`src/design/sis_pkg.sv`:
```
// Shared types, constants and helpers for the sorted integer set.
// Depends on nothing; every other file of the block imports it.
package sis_pkg;

    localparam int CAPACITY = 16;
    localparam int ADDR_W   = $clog2(CAPACITY);
    localparam int CNT_W    = $clog2(CAPACITY + 1);
    localparam int EXT_W    = (CNT_W > 5) ? CNT_W : 5;

    localparam logic [31:0] SIGN_FLIP = 32'h8000_0000;

    typedef logic [1:0]        t_kind;
    typedef logic [1:0]        t_status;
    typedef logic [ADDR_W-1:0] t_addr;
    typedef logic [CNT_W-1:0]  t_cnt;
    typedef logic [31:0]       t_key;

    localparam t_kind KIND_INSERT = 2'd0;
    localparam t_kind KIND_REMOVE = 2'd1;
    localparam t_kind KIND_QUERY  = 2'd2;

    localparam t_status STAT_DONE    = 2'd0;
    localparam t_status STAT_PRESENT = 2'd1;
    localparam t_status STAT_ABSENT  = 2'd2;
    localparam t_status STAT_FULL    = 2'd3;

    // One access to the element store: a read address every cycle, an optional write.
    typedef struct packed {
        t_addr raddr;
        logic  we;
        t_addr waddr;
        t_key  wdata;
    } t_mem_req;

    // The count port carries the low five bits of the number held.
    function automatic logic [4:0] to_count(input t_cnt held);
        logic [EXT_W-1:0] ext;
        ext = EXT_W'(held);
        return ext[4:0];
    endfunction

endpackage

```
`src/design/sis_ram.sv`:
```
// Element store of the sorted integer set: one write port, one read port,
// read data registered. Depends on sis_pkg.
module sis_ram (
    input  logic              i_clk,
    input  sis_pkg::t_mem_req i_req,
    output sis_pkg::t_key     o_rdata
);
    import sis_pkg::*;

    t_key r_mem [CAPACITY];
    t_key r_rdata;

    always_ff @(posedge i_clk) begin
        if (i_req.we) begin
            r_mem[i_req.waddr] <= i_req.wdata;
        end
        r_rdata <= r_mem[i_req.raddr];
    end

    assign o_rdata = r_rdata;

endmodule

```
`src/design/sis_ctrl.sv`:
```
// Sequencer of the sorted integer set: linear search, then, for insert or remove,
// a shift of cells up or down through the element store. Depends on sis_pkg.
module sis_ctrl (
    input  logic              i_clk,
    input  logic              i_rst_n,
    input  logic              start,
    input  sis_pkg::t_kind    i_kind,
    input  logic signed [31:0] i_value,
    output logic              busy,
    output logic              o_valid,
    output sis_pkg::t_status  o_status,
    output logic              o_found,
    output logic [4:0]        o_count,
    output sis_pkg::t_mem_req o_req,
    input  sis_pkg::t_key     i_rdata
);
    import sis_pkg::*;

    typedef enum logic [5:0] {
        ST_IDLE = 6'b000001,
        ST_SCAN = 6'b000010,
        ST_DEC  = 6'b000100,
        ST_UP   = 6'b001000,
        ST_PUT  = 6'b010000,
        ST_DN   = 6'b100000
    } t_state;

    t_state     r_state, n_state;
    t_cnt       r_held, n_held;
    t_cnt       r_pos, n_pos;
    t_cnt       r_idx, n_idx;
    logic       r_present, n_present;
    t_kind      r_kind, n_kind;
    t_key       r_key, n_key;
    t_status    r_status, n_status;
    logic       r_valid, n_valid;
    t_status    r_out_status, n_out_status;
    logic       r_out_found, n_out_found;
    logic [4:0] r_out_count, n_out_count;
    t_cnt       pos_inc, idx_dec, idx_inc, idx_inc2;

    // Address of the cell just below a count-wide index.
    function automatic t_addr idx_dec_of(input t_cnt idx);
        t_cnt d;
        d = idx - CNT_W'(1);
        return d[ADDR_W-1:0];
    endfunction

    assign pos_inc  = r_pos + CNT_W'(1);
    assign idx_dec  = r_idx - CNT_W'(1);
    assign idx_inc  = r_idx + CNT_W'(1);
    assign idx_inc2 = r_idx + CNT_W'(2);

    always_comb begin
        n_state      = r_state;
        n_held       = r_held;
        n_pos        = r_pos;
        n_idx        = r_idx;
        n_present    = r_present;
        n_kind       = r_kind;
        n_key        = r_key;
        n_status     = r_status;
        n_valid      = 1'b0;
        n_out_status = r_out_status;
        n_out_found  = r_out_found;
        n_out_count  = r_out_count;
        o_req        = '0;

        case (r_state)
            ST_IDLE: begin
                if (start) begin
                    n_kind    = i_kind;
                    n_key     = t_key'(i_value) ^ SIGN_FLIP;
                    n_pos     = '0;
                    n_present = 1'b0;
                    n_state   = (r_held == '0) ? ST_DEC : ST_SCAN;
                end
            end
            ST_SCAN: begin
                // The read for the next cell goes out while this one is compared.
                if (i_rdata < r_key) begin
                    n_pos = pos_inc;
                    if (pos_inc == r_held) begin
                        n_state = ST_DEC;
                    end else begin
                        o_req.raddr = pos_inc[ADDR_W-1:0];
                    end
                end else begin
                    n_present = (i_rdata == r_key);
                    n_state   = ST_DEC;
                end
            end
            ST_DEC: begin
                n_out_found = r_present;
                case (r_kind)
                    KIND_INSERT: begin
                        if (r_present) begin
                            n_out_status = STAT_PRESENT;
                            n_out_count  = to_count(r_held);
                            n_valid      = 1'b1;
                            n_state      = ST_IDLE;
                        end else if (r_held == CNT_W'(CAPACITY)) begin
                            n_out_status = STAT_FULL;
                            n_out_count  = to_count(r_held);
                            n_valid      = 1'b1;
                            n_state      = ST_IDLE;
                        end else if (r_held == r_pos) begin
                            n_status = STAT_DONE;
                            n_state  = ST_PUT;
                        end else begin
                            n_status    = STAT_DONE;
                            n_idx       = r_held;
                            o_req.raddr = idx_dec_of(r_held);
                            n_state     = ST_UP;
                        end
                    end
                    KIND_REMOVE: begin
                        if (!r_present) begin
                            n_out_status = STAT_ABSENT;
                            n_out_count  = to_count(r_held);
                            n_valid      = 1'b1;
                            n_state      = ST_IDLE;
                        end else if (pos_inc == r_held) begin
                            n_held       = r_held - CNT_W'(1);
                            n_out_status = STAT_DONE;
                            n_out_count  = to_count(n_held);
                            n_valid      = 1'b1;
                            n_state      = ST_IDLE;
                        end else begin
                            n_status    = STAT_DONE;
                            n_idx       = r_pos;
                            o_req.raddr = pos_inc[ADDR_W-1:0];
                            n_state     = ST_DN;
                        end
                    end
                    default: begin
                        n_out_status = r_present ? STAT_DONE : STAT_ABSENT;
                        n_out_count  = to_count(r_held);
                        n_valid      = 1'b1;
                        n_state      = ST_IDLE;
                    end
                endcase
            end
            ST_UP: begin
                // Cell idx-1 has arrived; it moves up into cell idx.
                o_req.we    = 1'b1;
                o_req.waddr = r_idx[ADDR_W-1:0];
                o_req.wdata = i_rdata;
                n_idx       = idx_dec;
                if (idx_dec == r_pos) begin
                    n_state = ST_PUT;
                end else begin
                    o_req.raddr = idx_dec_of(idx_dec);
                end
            end
            ST_PUT: begin
                o_req.we     = 1'b1;
                o_req.waddr  = r_pos[ADDR_W-1:0];
                o_req.wdata  = r_key;
                n_held       = r_held + CNT_W'(1);
                n_out_status = r_status;
                n_out_count  = to_count(n_held);
                n_valid      = 1'b1;
                n_state      = ST_IDLE;
            end
            ST_DN: begin
                // Cell idx+1 has arrived; it moves down into cell idx.
                o_req.we    = 1'b1;
                o_req.waddr = r_idx[ADDR_W-1:0];
                o_req.wdata = i_rdata;
                n_idx       = idx_inc;
                if (idx_inc2 == r_held) begin
                    n_held       = r_held - CNT_W'(1);
                    n_out_status = r_status;
                    n_out_count  = to_count(n_held);
                    n_valid      = 1'b1;
                    n_state      = ST_IDLE;
                end else begin
                    o_req.raddr = idx_inc2[ADDR_W-1:0];
                end
            end
            default: begin
                n_state = ST_IDLE;
            end
        endcase
    end

    always_ff @(posedge i_clk) begin
        if (!i_rst_n) begin
            r_state <= ST_IDLE;
            r_held  <= '0;
            r_valid <= 1'b0;
        end else begin
            r_state <= n_state;
            r_held  <= n_held;
            r_valid <= n_valid;
        end
    end

    always_ff @(posedge i_clk) begin
        r_pos        <= n_pos;
        r_idx        <= n_idx;
        r_present    <= n_present;
        r_kind       <= n_kind;
        r_key        <= n_key;
        r_status     <= n_status;
        r_out_status <= n_out_status;
        r_out_found  <= n_out_found;
        r_out_count  <= n_out_count;
    end

    assign busy     = (r_state != ST_IDLE);
    assign o_valid  = r_valid;
    assign o_status = r_out_status;
    assign o_found  = r_out_found;
    assign o_count  = r_out_count;

    a_held_bound: assert property (@(posedge i_clk) disable iff (!i_rst_n)
        r_held <= CNT_W'(CAPACITY))
        else $error("element count above capacity");

    a_no_write_in_search: assert property (@(posedge i_clk) disable iff (!i_rst_n)
        (r_state == ST_IDLE || r_state == ST_SCAN || r_state == ST_DEC) |-> !o_req.we)
        else $error("store written before the search settled");

    a_held_step: assert property (@(posedge i_clk) disable iff (!i_rst_n)
        (r_held != $past(r_held)) |->
            (r_held == $past(r_held) + CNT_W'(1) || r_held == $past(r_held) - CNT_W'(1)))
        else $error("element count moved by more than one");

    a_result_after_work: assert property (@(posedge i_clk) disable iff (!i_rst_n)
        o_valid |-> (r_state == ST_IDLE && $past(r_state) != ST_IDLE))
        else $error("result beat without a request in flight");

    a_start_gets_busy: assert property (@(posedge i_clk) disable iff (!i_rst_n)
        (start && !busy) |=> busy)
        else $error("accepted request did not make the block busy");

endmodule

```
`src/design/sorted_integer_set.sv`:
```
// Sorted integer set, top level: element store plus search/shift sequencer.
// Order of work after start is taken: the cells are compared in turn (up to the count),
// the outcome is decided, cells are moved (and the key is put in on insert), then the beat.
// Throughput: one request at a time; busy is high until the result beat, and a new
// start is taken in the cycle the beat is shown. The receiver cannot stall the beat.
// Reset (synchronous, active low) empties the set; store contents need no clearing.
module sorted_integer_set (
    input  logic               i_clk,
    input  logic               i_rst_n,
    input  logic               start,
    input  sis_pkg::t_kind     i_kind,
    input  logic signed [31:0] i_value,
    output logic               busy,
    output logic               o_valid,
    output sis_pkg::t_status   o_status,
    output logic               o_found,
    output logic [4:0]         o_count
);
    import sis_pkg::*;

    t_mem_req mem_req;
    t_key     mem_rdata;

    sis_ctrl u_ctrl (
        .i_clk    (i_clk),
        .i_rst_n  (i_rst_n),
        .start    (start),
        .i_kind   (i_kind),
        .i_value  (i_value),
        .busy     (busy),
        .o_valid  (o_valid),
        .o_status (o_status),
        .o_found  (o_found),
        .o_count  (o_count),
        .o_req    (mem_req),
        .i_rdata  (mem_rdata)
    );

    sis_ram u_ram (
        .i_clk   (i_clk),
        .i_req   (mem_req),
        .o_rdata (mem_rdata)
    );

endmodule
```
`config.mk`:
```
export PLATFORM = sky130hd
export DESIGN_NAME = sorted_integer_set
export DESIGN_NICKNAME = d
export VERILOG_FILES = /design/src/design/sis_pkg.sv /design/src/design/sis_ram.sv /design/src/design/sis_ctrl.sv /design/src/design/sorted_integer_set.sv
export SDC_FILE = /design/constraint.sdc
export NUM_CORES = 1
export LEC_CHECK = 0
export BUFFER_PORTS_ARGS = -buffer_cell sky130_fd_sc_hd__buf_2
export CAP_MARGIN = 20
export CORE_MARGIN = 2
export CORE_UTILIZATION = 67
export CTS_CLUSTER_DIAMETER = 200
export DETAILED_ROUTE_END_ITERATION = 16
export GPL_ROUTABILITY_DRIVEN = 0
export PLACE_DENSITY = 0.84
export SLEW_MARGIN = 30
export SYNTH_ARGS = -nofsm -noshare
export SYNTH_HDL_FRONTEND = slang
export SYNTH_SLANG_ARGS = --single-unit
```
`constraint.sdc`:
```
create_clock -name i_clk -period 6.8 [get_ports i_clk]
set_input_delay 1.36 -clock i_clk [delete_from_list [all_inputs] [get_ports i_clk]]
set_output_delay 1.36 -clock i_clk [all_outputs]
set_load 0.01 [all_outputs]
```
==> flow_metrics.env <==
export IMPL_antenna_diode_instance_count=0
export IMPL_antenna_found_initial=0
export IMPL_synthesis_area_mm2=0.0251
export IMPL_yosys_area_share_simple_pct=9.85
export IMPL_power_switching_mw=1.61
export IMPL_async_flop_share_pct=0
export IMPL_synth_cell_type_count=64
export IMPL_max_cap_violations=0
export IMPL_pwr_share_seq_pct=54.9
export IMPL_synth_xor_area_share_pct=1.44
export IMPL_post_route_period_util_pct=68.6
export IMPL_synth_sequential_area_ratio_pct=71.1
export IMPL_count_of_input_and_output_buffers=46
export IMPL_timing_final_max_slew_violations=0
export IMPL_avgRoutedWirePerCell_um=25.5
export IMPL_cell_with_the_most_instances_after_synthesis="sky130_fd_sc_hd__edfxtp_1"
export IMPL_route_met3_wl_mm=6.63
export IMPL_synth_adder_area_share_pct=2.04
export IMPL_pwr_share_clk_pct=40.3
export IMPL_ctsHoldBuffers=0
export IMPL_leakage_nw=11.3
export IMPL_route_detailed_vias_per_inst=6.67
export IMPL_layout_cell_area_non_filler_mm2=0.0280
export IMPL_grt_pass1_vias=16000
export IMPL_die_height_um=198
export IMPL_grt_use_total_pct=32.0
export IMPL_synth_largest_area_cell="sky130_fd_sc_hd__edfxtp_1"
export IMPL_drc_errors=0
export IMPL_grt_ovfl_total=0
export IMPL_dpl_cell_area_mm2=0.0262
export IMPL_worst_ep_arrival_time_ns=5.17
export IMPL_mean_cell_area_of_the_mapped_netlist_um2=13.6
export IMPL_highest_signal_layer="met4"
export IMPL_cellPowerDensity_mw_per_mm2=269
export IMPL_postSynthNetCount=1922
export IMPL_initial_utilization_pct=68.3
export IMPL_dieWidth_um=198
export IMPL_critical_path_class="reg -> reg"
export IMPL_synth_top_cells_by_count="sky130_fd_sc_hd__edfxtp_1 (565), sky130_fd_sc_hd__nand2_1 (402), sky130_fd_sc_hd__mux2i_1 (133)"
export IMPL_yosys_most_used_dff="sky130_fd_sc_hd__edfxtp_1"
export IMPL_endpoint_kind_of_the_worst_setup_timing_path="flop"
export IMPL_floorplan_io_pins=47
export IMPL_cts_resized_gates=0
export IMPL_tightest_slew_ns=1.02
export IMPL_finalClockSkew_ns=0.0348
export IMPL_grt_start_max_net_pins=97
export IMPL_maximum_fanout_along_the_worst_path=17
export IMPL_post_dp_hpwl_mm=33.4
export IMPL_worst_endpoint_required_ns=7.30
export IMPL_grt_first_pass_wirelength_mm=92.0
export IMPL_ir_drop_mv=0.281
export IMPL_drt_met1_wl_mm=22.3
export IMPL_number_of_synthesized_flops_with_an_enable_pin=565
export IMPL_largest_family_of_logic_cells_by_synthesized_area="simple AND/OR/NAND/NOR gates"
export IMPL_synth_seq_cells=609
export IMPL_synthTopCellsByArea="sky130_fd_sc_hd__edfxtp_1 (68%), sky130_fd_sc_hd__nand2_1 (6.0%), sky130_fd_sc_hd__mux2i_1 (5.3%), sky130_fd_sc_hd__dfxtp_1 (3.5%), sky130_fd_sc_hd__ha_1 (2.0%)"
export IMPL_intPower_mw=5.93
export IMPL_muxShareOfSynthArea_pct=5.30
export IMPL_worst_setup_path_start_kind="flop"
export IMPL_rows=70
export IMPL_tritoncts_clock_tree="done"
export IMPL_number_of_post_cts_setup_repair_buffers=0
export IMPL_dr_pass1_iters=6
export IMPL_syn_instance_count=1844
export IMPL_yosysWarnings=0
export IMPL_worstSkewPairLatency_ns=0.62
export IMPL_setup_violations_final=0
export IMPL_fillers=2135
export IMPL_sum_of_negative_setup_slack_ns=0
export IMPL_htree_num_levels=2
export IMPL_hold_viol_final=0
export IMPL_clockBufferDepth=3
export IMPL_cts_root_buf="sky130_fd_sc_hd__clkbuf_16"
export IMPL_clock_sinks=609
export IMPL_combinationalPowerShare_pct=4.8
export IMPL_syn2layout_area_growth_pct=11.5
export IMPL_finalNetCount=1981
export IMPL_unrepaired_setup_endpoints_after_global_routing="false"
export IMPL_coreArea_mm2=0.0368
export IMPL_drive_above_1_share_pct=11.2
export IMPL_routed_wl_met2_mm=29.8
export IMPL_cts_inserted_buffers=57
export IMPL_run_status="finished, final reports clean"
export IMPL_die_area_mm2=0.0391
export IMPL_cts_clk_slew_worst_paths_ns=0.07
export IMPL_yosys_area_top_type_share_pct=67.5
export IMPL_max_slew_margin_pct=31.3
export IMPL_worstHoldPathType="reg -> reg"
export IMPL_initialDrtViolationCount=1970
export IMPL_postRouteAntennaNets=0
export IMPL_synth_compound_gate_area_share_pct=7.98
export IMPL_fin_crit_ns=4.67
export IMPL_netSwitchingFraction_pct=21.3
export IMPL_clock_fmax_mhz=214
export IMPL_route_vias_total=16100
export IMPL_wl_mm=61.7
-- power by group through the flow --
stage          registers (mW)  logic [mW]  clock network, mW
6_report                 4.14       0.361               3.04
5_1_grt                  4.14       0.389               3.19
4_1_cts                  4.14       0.353               3.06
3_5_place_dp             4.22       0.347                  0
3_3_place_gp             4.22       0.331                  0
2_1_floorplan            4.20       0.237                  0
-- logic make-up after synthesis --
| logic type | count (synthesis) |
|---|---|
| compound gates | 290 |
| mux | 133 |
| xor+xnor | 38 |
| fa+ha+maj | 41 |
| flops | 609 |
| buf+inv | 147 |
| simple gates | 586 |
-- state kept, by name (all words and copies together), names as in the netlist --
register / flops
u_ctrl.o_count: 5
u_ctrl.r_state: 6
u_ctrl.r_present: 1
u_ctrl.r_held: 5
u_ctrl.r_key: 32
u_ram.r_mem: 512
u_ctrl.r_pos: 5
u_ram.o_rdata: 32
u_ctrl.o_status: 2
u_ctrl.r_idx: 5
u_ctrl.r_kind: 2
u_ctrl.o_found: 1
u_ctrl.o_valid: 1
-- stage by stage --
stage	utilization (%)	setup WS, ns	total power, mW	cells	hold slack (ns)
after detailed placement	71.3	2.33	4.57	2312	0.605
after global routing	76.2	1.91	7.72	2418	0.668
after floorplan	-	2.63	4.44	1844	0.560
final	76.2	2.13	7.54	2418	0.613
after CTS	76.1	2.23	7.55	2418	0.609
after global placement	71.1	2.21	4.55	2308	0.587
-- final cells by class --
cell class / count / area, um^2 / share of cell area, %
Timing Repair Buffer: 103 / 742 / 2.65
Inverter: 44 / 166 / 0.594
Tap cell: 468 / 586 / 2.09
Multi-Input combinational cell: 1088 / 6900 / 24.6
Clock inverter: 25 / 230 / 0.822
Clock buffer: 81 / 1550 / 5.52
Sequential cell: 609 / 17800 / 63.7
-- layout by cell type, fill, tap and decap left out, drive strengths merged, types with 3 or more instances in the layout --
| cell type | Yosys | routed |
|---|---|---|
| xor2 | 16 | 16 |
| nand2b | 3 | 3 |
| clkbuf | 73 | 81 |
| o21ai | 83 | 83 |
| a211oi | 7 | 7 |
| edfxtp | 565 | 565 |
| nand3 | 80 | 80 |
| clkinv | 0 | 19 |
| a21oi | 41 | 41 |
| inv | 44 | 44 |
| o221ai | 7 | 7 |
| nor2b | 6 | 6 |
| nor3 | 9 | 9 |
| nor2 | 46 | 46 |
| nor3b | 3 | 3 |
| nand2 | 402 | 402 |
| a31oi | 23 | 23 |
| a32oi | 32 | 32 |
| ha | 41 | 41 |
| xnor2 | 20 | 20 |
| nor4 | 3 | 3 |
| nand4 | 8 | 8 |
| a221oi | 12 | 12 |
| and3 | 3 | 3 |
| and2 | 9 | 9 |
| a32o | 33 | 33 |
| o21a | 3 | 3 |
| o211ai | 5 | 5 |
| o22ai | 20 | 20 |
| buf | 30 | 102 |
| or3 | 3 | 3 |
| clkinvlp | 0 | 3 |
| a21o | 3 | 3 |
| dfxtp | 44 | 44 |
| o211a | 3 | 3 |
| bufinv | 0 | 3 |
| or4 | 3 | 3 |
| mux2i | 133 | 133 |
-- metal layers --
layer | up-vias | GRT usage [%]
met3 | 246 | 6.18
met2 | 1062 | 52.8
met4 | 0 | 16.4
met1 | 7818 | 41.0
li1 | 7003 | -
met5 | - | 0
-- worst paths after layout --
kind | from | end | slack (ns) | cells after the start
max | u_ctrl.r_key[19] | u_ram.o_rdata[8] | 2.13 | 13
min | u_ram.r_mem[0][24] | u_ram.o_rdata[24] | 0.61 | 4
max reg2reg | u_ctrl.r_key[19] | u_ram.o_rdata[8] | 2.13 | 13
min reg2reg | u_ram.r_mem[0][24] | u_ram.o_rdata[24] | 0.61 | 4
-- critical path, cell delays in order (launching register included) --
cell	delay (ns)
sky130_fd_sc_hd__edfxtp_1	0.37
sky130_fd_sc_hd__inv_1	0.11
sky130_fd_sc_hd__ha_1	0.28
sky130_fd_sc_hd__a21oi_1	0.15
sky130_fd_sc_hd__o21ai_0	0.12
sky130_fd_sc_hd__a2111oi_0	0.46
sky130_fd_sc_hd__nor3_1	0.27
sky130_fd_sc_hd__or4_4	0.62
sky130_fd_sc_hd__a211oi_2	0.56
sky130_fd_sc_hd__a2bb2oi_4	0.70
sky130_fd_sc_hd__buf_4	0.47
sky130_fd_sc_hd__nand3_1	0.17
sky130_fd_sc_hd__nand3_1	0.16
sky130_fd_sc_hd__o21ai_1	0.10
Note: power is estimated with default switching activity, not from simulation.
